`src/rtl/core/assert_macros.svh`:
```
// Assertion macros for the core RTL.
`ifndef ASSERT_MACROS_SVH
`define ASSERT_MACROS_SVH

// Condition that must hold at every clock edge out of reset.
`define TPLS_ASSERT(label, cond, msg) \
	label: assert property (@(posedge clk) disable iff (!arst_n) (cond)) else $error(msg);

// Same-cycle implication.
`define TPLS_ASSERT_IMP(label, ante, cons, msg) \
	label: assert property (@(posedge clk) disable iff (!arst_n) (ante) |-> (cons)) \
		else $error(msg);

`endif

```
`src/rtl/core/tpls_pkg.sv`:
```
// Types, codes and phase table of the printhead line sequencer.
`default_nettype none

package tpls_pkg;

	typedef enum logic [1:0] {
		KIND_START = 2'd0,
		KIND_MOTOR = 2'd1,
		KIND_HEAT  = 2'd2,
		KIND_PAPER = 2'd3
	} kind_t;

	typedef enum logic [1:0] {
		CAUSE_NONE  = 2'd0,
		CAUSE_DONE  = 2'd1,
		CAUSE_PAPER = 2'd2,
		CAUSE_POWER = 2'd3
	} cause_t;

	typedef enum logic [2:0] {
		POS_IDLE      = 3'b001,
		POS_WAIT_HEAT = 3'b010,
		POS_WAIT_LINE = 3'b100
	} pos_t;

	typedef enum logic [2:0] {
		HS_IDLE   = 3'b001,
		HS_FIRST  = 3'b010,
		HS_SECOND = 3'b100
	} heat_t;

	localparam logic [3:0] COIL_A_POS = 4'b1000;
	localparam logic [3:0] COIL_A_NEG = 4'b0100;
	localparam logic [3:0] COIL_B_POS = 4'b0010;
	localparam logic [3:0] COIL_B_NEG = 4'b0001;

	localparam logic [3:0] PHASE_COUNT = 4'd8;
	localparam logic [3:0] STEP_LINE_A = 4'd5;
	localparam logic [3:0] STEP_LINE_B = 4'd9;

	localparam logic [1:0] STROBE_OFF    = 2'b00;
	localparam logic [1:0] STROBE_FIRST  = 2'b01;
	localparam logic [1:0] STROBE_SECOND = 2'b10;

	typedef struct packed {
		logic [3:0] motor_pins;
		logic       strobe_first;
		logic       strobe_second;
		logic       latch_line;
		logic       motor_running;
		logic       heat_running;
		logic       busy_res;
		cause_t     end_cause;
	} res_t;

	// forward half-step phase table, indexed by step 1..8
	function automatic logic [3:0] phase_pins(input logic [3:0] step);
		logic [3:0] pins;
		case (step)
			4'd1:    pins = COIL_A_POS | COIL_B_NEG;
			4'd2:    pins = COIL_A_POS | COIL_A_NEG | COIL_B_NEG;
			4'd3:    pins = COIL_A_NEG | COIL_B_NEG;
			4'd4:    pins = COIL_A_NEG | COIL_B_POS | COIL_B_NEG;
			4'd5:    pins = COIL_A_NEG | COIL_B_POS;
			4'd6:    pins = COIL_A_POS | COIL_A_NEG | COIL_B_POS;
			4'd7:    pins = COIL_A_POS | COIL_B_POS;
			4'd8:    pins = COIL_A_POS | COIL_B_POS | COIL_B_NEG;
			default: pins = COIL_A_POS | COIL_B_NEG;
		endcase
		return pins;
	endfunction

	// out-of-range step folds back to the first phase
	function automatic logic [3:0] fix_step(input logic [3:0] step);
		return (step inside {[4'd1:PHASE_COUNT]}) ? step : 4'd1;
	endfunction

endpackage

`default_nettype wire

```
`src/rtl/core/thermal_printhead_line_sequencer_core.sv`:
```
// Printhead line sequencer: job control, motor half-stepping and strobe sequencing.
//
//   channel | signals                                       | dir
//   --------+-----------------------------------------------+----
//   in      | in_valid in_stall kind line_count supply_lost | in
//   out     | out_valid out_stall motor_pins strobe_first   | out
//           | strobe_second latch_line motor_running        |
//           | heat_running busy_res end_cause               |
//
// One request per cycle while in_stall is low; a request is held in the request register,
// and its result is then registered in the result register or the skid register.
// Reset returns all job state to its idle values; no job is running and the motor is stopped.
// A stalled result is held while the next one lands in a skid register;
// in_stall rises only while the skid register is full.
`default_nettype none
`include "assert_macros.svh"

module thermal_printhead_line_sequencer_core #(
	parameter int LINE_COUNT_BITS = 16
) (
	input  wire logic        clk,
	input  wire logic        arst_n,
	input  wire logic        in_valid,
	output      logic        in_stall,
	input  wire logic [1:0]  kind,
	input  wire logic [15:0] line_count,
	input  wire logic        supply_lost,
	output      logic        out_valid,
	input  wire logic        out_stall,
	output      logic [3:0]  motor_pins,
	output      logic        strobe_first,
	output      logic        strobe_second,
	output      logic        latch_line,
	output      logic        motor_running,
	output      logic        heat_running,
	output      logic        busy_res,
	output      logic [1:0]  end_cause
);

	typedef logic [LINE_COUNT_BITS-1:0] lines_t;

	// request register
	logic                valid_s1;
	tpls_pkg::kind_t     kind_s1;
	logic [15:0]         count_s1;
	logic                power_s1;

	// job state
	tpls_pkg::pos_t      pos_q,    pos_d;
	tpls_pkg::heat_t     stage_q,  stage_d;
	logic [3:0]          step_q,   step_d;
	logic                ld_q,     ld_d;
	logic                first_q,  first_d;
	logic                stop_q,   stop_d;
	logic                paper_q,  paper_d;
	lines_t              lines_q,  lines_d;
	logic [3:0]          pins_q,   pins_d;
	logic                men_q,    men_d;
	logic                hen_q,    hen_d;
	logic [1:0]          strobe_q, strobe_d;
	logic                latch_d;
	tpls_pkg::cause_t    cause_d;

	// result buffer
	logic                out_valid_q, skid_valid_q;
	tpls_pkg::res_t      out_q, skid_q, res_d;
	logic                fire, out_take, s1_load;

	assign in_stall = valid_s1 && skid_valid_q;
	assign s1_load  = in_valid && !in_stall;
	assign fire     = valid_s1 && !skid_valid_q;
	assign out_take = out_valid_q && !out_stall;

	always_comb begin
		pos_d    = pos_q;
		stage_d  = stage_q;
		step_d   = step_q;
		ld_d     = ld_q;
		first_d  = first_q;
		stop_d   = stop_q;
		paper_d  = paper_q;
		lines_d  = lines_q;
		pins_d   = pins_q;
		men_d    = men_q;
		hen_d    = hen_q;
		strobe_d = strobe_q;
		latch_d  = 1'b0;
		cause_d  = tpls_pkg::CAUSE_NONE;

		case (kind_s1)
			tpls_pkg::KIND_START: begin
				if (pos_q == tpls_pkg::POS_IDLE) begin
					lines_d  = LINE_COUNT_BITS'(count_s1);
					ld_d     = 1'b1;
					first_d  = 1'b1;
					stop_d   = 1'b0;
					step_d   = 4'd1;
					strobe_d = tpls_pkg::STROBE_OFF;
					pos_d    = tpls_pkg::POS_WAIT_HEAT;
				end
			end
			tpls_pkg::KIND_MOTOR: begin
				if (men_q) begin
					step_d = step_q + 4'd1;
					if (step_d inside {tpls_pkg::STEP_LINE_A, tpls_pkg::STEP_LINE_B})
						ld_d = 1'b1;
					if (stop_d && ld_d) begin
						men_d  = 1'b0;
						pins_d = 4'd0;
					end else begin
						step_d = tpls_pkg::fix_step(step_d);
						pins_d = tpls_pkg::phase_pins(step_d);
					end
				end
			end
			tpls_pkg::KIND_HEAT: begin
				if (hen_q) begin
					case (stage_q)
						tpls_pkg::HS_FIRST: begin
							strobe_d = tpls_pkg::STROBE_SECOND;
							stage_d  = tpls_pkg::HS_SECOND;
						end
						tpls_pkg::HS_SECOND: begin
							strobe_d = tpls_pkg::STROBE_OFF;
							stage_d  = tpls_pkg::HS_IDLE;
							hen_d    = 1'b0;
						end
						default: ;
					endcase
				end
			end
			tpls_pkg::KIND_PAPER: begin
				paper_d = 1'b1;
			end
			default: ;
		endcase

		// line boundary handling
		if (pos_d == tpls_pkg::POS_WAIT_HEAT && stage_d == tpls_pkg::HS_IDLE) begin
			if (lines_d != '0) begin
				latch_d = 1'b1;
				lines_d = lines_d - LINE_COUNT_BITS'(1);
			end else begin
				stop_d = 1'b1;
			end
			if (first_d) begin
				first_d = 1'b0;
				step_d  = tpls_pkg::fix_step(step_d);
				pins_d  = tpls_pkg::phase_pins(step_d);
				men_d   = 1'b1;
			end
			pos_d = tpls_pkg::POS_WAIT_LINE;
		end
		if (pos_d == tpls_pkg::POS_WAIT_LINE && ld_d) begin
			ld_d = 1'b0;
			if (stop_d || paper_d || power_s1) begin
				if (stop_d)
					cause_d = tpls_pkg::CAUSE_DONE;
				else if (paper_d)
					cause_d = tpls_pkg::CAUSE_PAPER;
				else
					cause_d = tpls_pkg::CAUSE_POWER;
				step_d   = 4'd0;
				stop_d   = 1'b1;
				hen_d    = 1'b0;
				strobe_d = tpls_pkg::STROBE_OFF;
				pos_d    = tpls_pkg::POS_IDLE;
			end else begin
				stage_d  = tpls_pkg::HS_FIRST;
				strobe_d = tpls_pkg::STROBE_FIRST;
				hen_d    = 1'b1;
				pos_d    = tpls_pkg::POS_WAIT_HEAT;
			end
		end

		res_d.motor_pins    = pins_d;
		res_d.strobe_first  = strobe_d[0];
		res_d.strobe_second = strobe_d[1];
		res_d.latch_line    = latch_d;
		res_d.motor_running = men_d;
		res_d.heat_running  = hen_d;
		res_d.busy_res      = (pos_d != tpls_pkg::POS_IDLE);
		res_d.end_cause     = cause_d;
	end

	always_ff @(posedge clk or negedge arst_n) begin
		if (!arst_n) begin
			valid_s1 <= 1'b0;
		end else if (s1_load) begin
			valid_s1 <= 1'b1;
		end else if (fire) begin
			valid_s1 <= 1'b0;
		end
	end

	always_ff @(posedge clk) begin
		if (s1_load) begin
			kind_s1  <= tpls_pkg::kind_t'(kind);
			count_s1 <= line_count;
			power_s1 <= supply_lost;
		end
	end

	always_ff @(posedge clk or negedge arst_n) begin
		if (!arst_n) begin
			pos_q    <= tpls_pkg::POS_IDLE;
			stage_q  <= tpls_pkg::HS_IDLE;
			step_q   <= 4'd0;
			ld_q     <= 1'b1;
			first_q  <= 1'b1;
			stop_q   <= 1'b1;
			paper_q  <= 1'b0;
			lines_q  <= '0;
			pins_q   <= 4'd0;
			men_q    <= 1'b0;
			hen_q    <= 1'b0;
			strobe_q <= tpls_pkg::STROBE_OFF;
		end else if (fire) begin
			pos_q    <= pos_d;
			stage_q  <= stage_d;
			step_q   <= step_d;
			ld_q     <= ld_d;
			first_q  <= first_d;
			stop_q   <= stop_d;
			paper_q  <= paper_d;
			lines_q  <= lines_d;
			pins_q   <= pins_d;
			men_q    <= men_d;
			hen_q    <= hen_d;
			strobe_q <= strobe_d;
		end
	end

	always_ff @(posedge clk or negedge arst_n) begin
		if (!arst_n) begin
			out_valid_q  <= 1'b0;
			skid_valid_q <= 1'b0;
		end else if (skid_valid_q) begin
			if (out_take)
				skid_valid_q <= 1'b0;
		end else if (fire) begin
			if (!out_valid_q || out_take)
				out_valid_q <= 1'b1;
			else
				skid_valid_q <= 1'b1;
		end else if (out_take) begin
			out_valid_q <= 1'b0;
		end
	end

	always_ff @(posedge clk) begin
		if (skid_valid_q) begin
			if (out_take)
				out_q <= skid_q;
		end else if (fire) begin
			if (!out_valid_q || out_take)
				out_q <= res_d;
			else
				skid_q <= res_d;
		end
	end

	assign out_valid     = out_valid_q;
	assign motor_pins    = out_q.motor_pins;
	assign strobe_first  = out_q.strobe_first;
	assign strobe_second = out_q.strobe_second;
	assign latch_line    = out_q.latch_line;
	assign motor_running = out_q.motor_running;
	assign heat_running  = out_q.heat_running;
	assign busy_res      = out_q.busy_res;
	assign end_cause     = out_q.end_cause;

	`TPLS_ASSERT_IMP(a_skid_behind_out, skid_valid_q, out_valid_q, "skid full with empty output")
	`TPLS_ASSERT_IMP(a_strobe_excl, out_valid_q, !(strobe_first && strobe_second), "two strobes")
	`TPLS_ASSERT_IMP(a_end_idle, out_valid_q && end_cause != tpls_pkg::CAUSE_NONE, !busy_res, "busy")
	`TPLS_ASSERT_IMP(a_pins_motor, out_valid_q, (motor_pins != 4'd0) == motor_running, "pins vs motor")
	`TPLS_ASSERT_IMP(a_heat_in_job, out_valid_q && heat_running, busy_res, "heat outside job")

endmodule

`default_nettype wire
```
`config.mk`:
```
export PLATFORM = sky130hd
export DESIGN_NAME = thermal_printhead_line_sequencer_core
export DESIGN_NICKNAME = d
export VERILOG_FILES = /design/src/rtl/core/tpls_pkg.sv /design/src/rtl/core/thermal_printhead_line_sequencer_core.sv
export VERILOG_INCLUDE_DIRS = /design/src /design/src/rtl/core
export SDC_FILE = /design/constraint.sdc
export NUM_CORES = 1
export LEC_CHECK = 0
export ABC_AREA = 1
export BUFFER_PORTS_ARGS = -buffer_cell sky130_fd_sc_hd__buf_2
export CORE_MARGIN = 3
export CORE_UTILIZATION = 25
export DETAILED_ROUTE_END_ITERATION = 8
export HOLD_SLACK_MARGIN = 0.02
export PLACE_DENSITY = 0.48
export SLEW_MARGIN = 20
export SYNTH_ARGS = -nofsm -noshare
export SYNTH_HDL_FRONTEND = slang
export SYNTH_SLANG_ARGS = --single-unit
```
`constraint.sdc`:
```
create_clock -name clk -period 4.36 [get_ports clk]
set_clock_uncertainty 0.2 [all_clocks]
set_input_delay 0.218 -clock clk [delete_from_list [all_inputs] [get_ports clk]]
set_output_delay 0.218 -clock clk [all_outputs]
set_load 0.05 [all_outputs]
```
==> summary.txt <==
Count leader, synth: nand2_1
CP max stage delay: 0.43 ns
Postcts setup bufs: 0
CTS Sinks: 84
Num ports: 37
CP Data Arrival Time: 2.89 ns
ANT nets after route: 0
Switching share of power: 0.431
Clk slew on worst S/H paths: 0.06 ns
Top cells by count, synth: nand2_1, inv_1, nand3_1, edfxtp_1
Via count: 3873
Post-Place Worst Slack: 1.36 ns
Max FO, Critical Path: 31
Final instance area: 0.00561 mm^2
Fmax: 0.333 GHz
Fin. Hold Viols: 0
Port buffer count: 36
Post-synth EDFFs: 43
Final Util: 0.308
Initial core utilization: 0.258
Seq/Total Area, Yosys: 0.495
RSZ-0062 raised after global routing: false
Synth area leaders: edfxtp_1, dfrtp_1, nand2_1
Yosys top cell area share: 0.275
Max rail drop VDD: 0.233 mV
Worst-path cell chain: inv_1, nor3_2, nand2_1, buf_4, nand2_1, nand3_1, nor2_2, nand2_4, clkinv_1, nand3_2, nand4_4, nand2_4, inv_1, nand2_1, o21ai_2
Final worst setup slack: 1.36 ns
Drt drc: 0
Cell Area, Placed: 0.00512 mm^2
Combinational share of power: 0.419
NetSw: 1.38 mW
Outcome: completed
Largest net degree at the start of global routing: 44
Clock share of power: 0.214
Max-cap violations: 0
Cells after synthesis: 587
Num CTS Buffers: 9
CTS tree: done
Syn Nets: 614
GRT Total Usage: 0.117
Synth Flop Type: edfxtp_1
Final setup violation count: 0
Die width: 143 um
DIE HEIGHT: 143 um
Worst-skew pair later-pin latency: 0.34 ns
Crit path top cell by count: nand2_1
Core area: 0.0182 mm^2
Crit path max-delay cell type: clkinv_1
Detailed Route WL: 11.2 mm
Worst setup path class: reg2reg
Req. time, crit path: 4.24 ns
Lkg Pwr: 2.57 nW
Setup Total Neg Slack: 0 ns
Antenna violations before repair: 0
Min cycle time layout: 3.00 ns
Per-cell routed wire length: 12.8 um
Internal: 1.83 mW
Cell Rows: 49
Slew Limit Fails: 0
Share of cells above drive strength 1: 0.151
First-pass DRT Iterations: 5
Mapped Avg Cell Area: 7.99 um^2
Die outline area: 0.0204 mm^2
Ant. Diodes: 0
Gr ovfl total: 0
Setup crit end kind: flop
Register bit total from synthesis: 84
Relative slew slack: 0.574
Fillcell total: 1915
Unique masters post-synth: 42
First-pass GRT wire length: 18.9 mm
H-tree Lvls: 3
Post-DR vias/cell: 4.40
PwrDens: 572 mW/mm^2
Fraction of registers with async set/reset: 0.488
Cell taking the most area after synthesis: edfxtp_1
DP Wirelength: 8.13 mm
Root Buffer: clkbuf_16
Synth-to-layout area growth: 19.6%
Synth warn: 0
Pwr Total: 3.21 mW
Placer Congestion: 0.849
Tightest Hold Check Type: in2async
Post-layout nets: 674
Vias in the first global route: 3766
Least-Margin Pin Slew: 0.638 ns
Detailed router's first-iteration violation count: 252
Synth Cell Area: 0.00469 mm^2
CP Launch Type: flop
CTS max path bufs: 2
Sequential power share: 0.367
Period utilization: 0.689
-- through the flow --
step / std cells / hold slack, ns
final: 880 / 0.218
after global routing: 880 / 0.275
after CTS: 880 / 0.264
after detailed placement: 843 / 0.196
after global placement: 843 / 0.194
after floorplan: 587 / -0.278
-- per-layer routing --
metal	vias to the layer above	wire, um	track usage
li1	2026	-	-
met1	1778	5560	0.155
met2	55	5100	0.187
met3	14	361	0.0298
met4	0	216	0.0375
met5	-	0	0
-- area by class of cell --
cell class / instances / area, um^2 / share of cell area
flip-flops and latches: 84 / 2320 / 0.414
multi-input cells: 413 / 2020 / 0.359
repair buffers: 63 / 440 / 0.0785
inverters: 76 / 287 / 0.0511
well taps: 229 / 287 / 0.0511
clock buffers: 9 / 225 / 0.0401
clock inverters: 6 / 32.5 / 0.00580
-- what timing repair did --
action,CTS,global route
endpoints found under the setup margin,0,0
hold buffers,22,0
gates resized for setup,0,0
endpoints found under the hold margin,58,0
-- flip-flops by register name, indices dropped and copies added, names as in the netlist, 2 cells and up --
register	cells
stage_q	3
end_cause	2
pins_q	4
strobe_q	2
lines_q	16
count_s1	16
motor_pins	4
pos_q	3
skid_q	12
step_q	4
kind_s1	2
-- placed cells by master (no fill, tap or decap), types with 11 or more instances in the layout --
cell and instances:
o21ai_0 37, dfrtp_1 36, inv_1 69, a21oi_1 11
buf_2 35, nand3_1 51, dlygate4sd3_1 22, nor2_1 36
nand2_1 193, edfxtp_1 43
-- power by group through the flow --
stage                     registers [mW]  clock network [mW]  logic (mW)
final                               1.18               0.687        1.34
after floorplan                     1.33                   0       0.871
after CTS                           1.18               0.715        1.36
after global routing                1.20               0.746        1.53
after global placement              1.19                   0        1.33
after detailed placement            1.20                   0        1.34
-- path summary, 6_finish.rpt --
path	startpoint	endpoint	slack [ns]	cells after the start
max	pos_q[0]	end_cause[0]	1.36	15
min	arst_n	lines_q[5]	0.22	2
max reg2reg	pos_q[0]	end_cause[0]	1.36	15
min reg2reg	paper_q	paper_q	0.26	2
max in group asynchronous	arst_n	ld_q	3.36	2
min in group clk	paper_q	paper_q	0.26	2
-- critical path: cells and delay by family (launching register included) --
family / cells / cell delay, ns
AO/OA/AOI/OAI: 1 / 0.05
flip-flops: 1 / 0.38
AND/OR/NAND/NOR: 10 / 1.20
buffers and inverters: 4 / 0.88
-- logic make-up (layout without fill, tap and decap cells) --
group | after synthesis | after routing | synth area share
and+or+nand+nor | 316 | 316 | 0.294
DFF | 84 | 84 | 0.495
adders and majority gates | 4 | 4 | 0.0107
xor gates and xnor gates | 11 | 11 | 0.0205
AOI/OAI and AO/OA | 82 | 82 | 0.103
buffers and inverters | 90 | 154 | 0.0766
No activity file was read; power rests on OpenSTA's default activity.
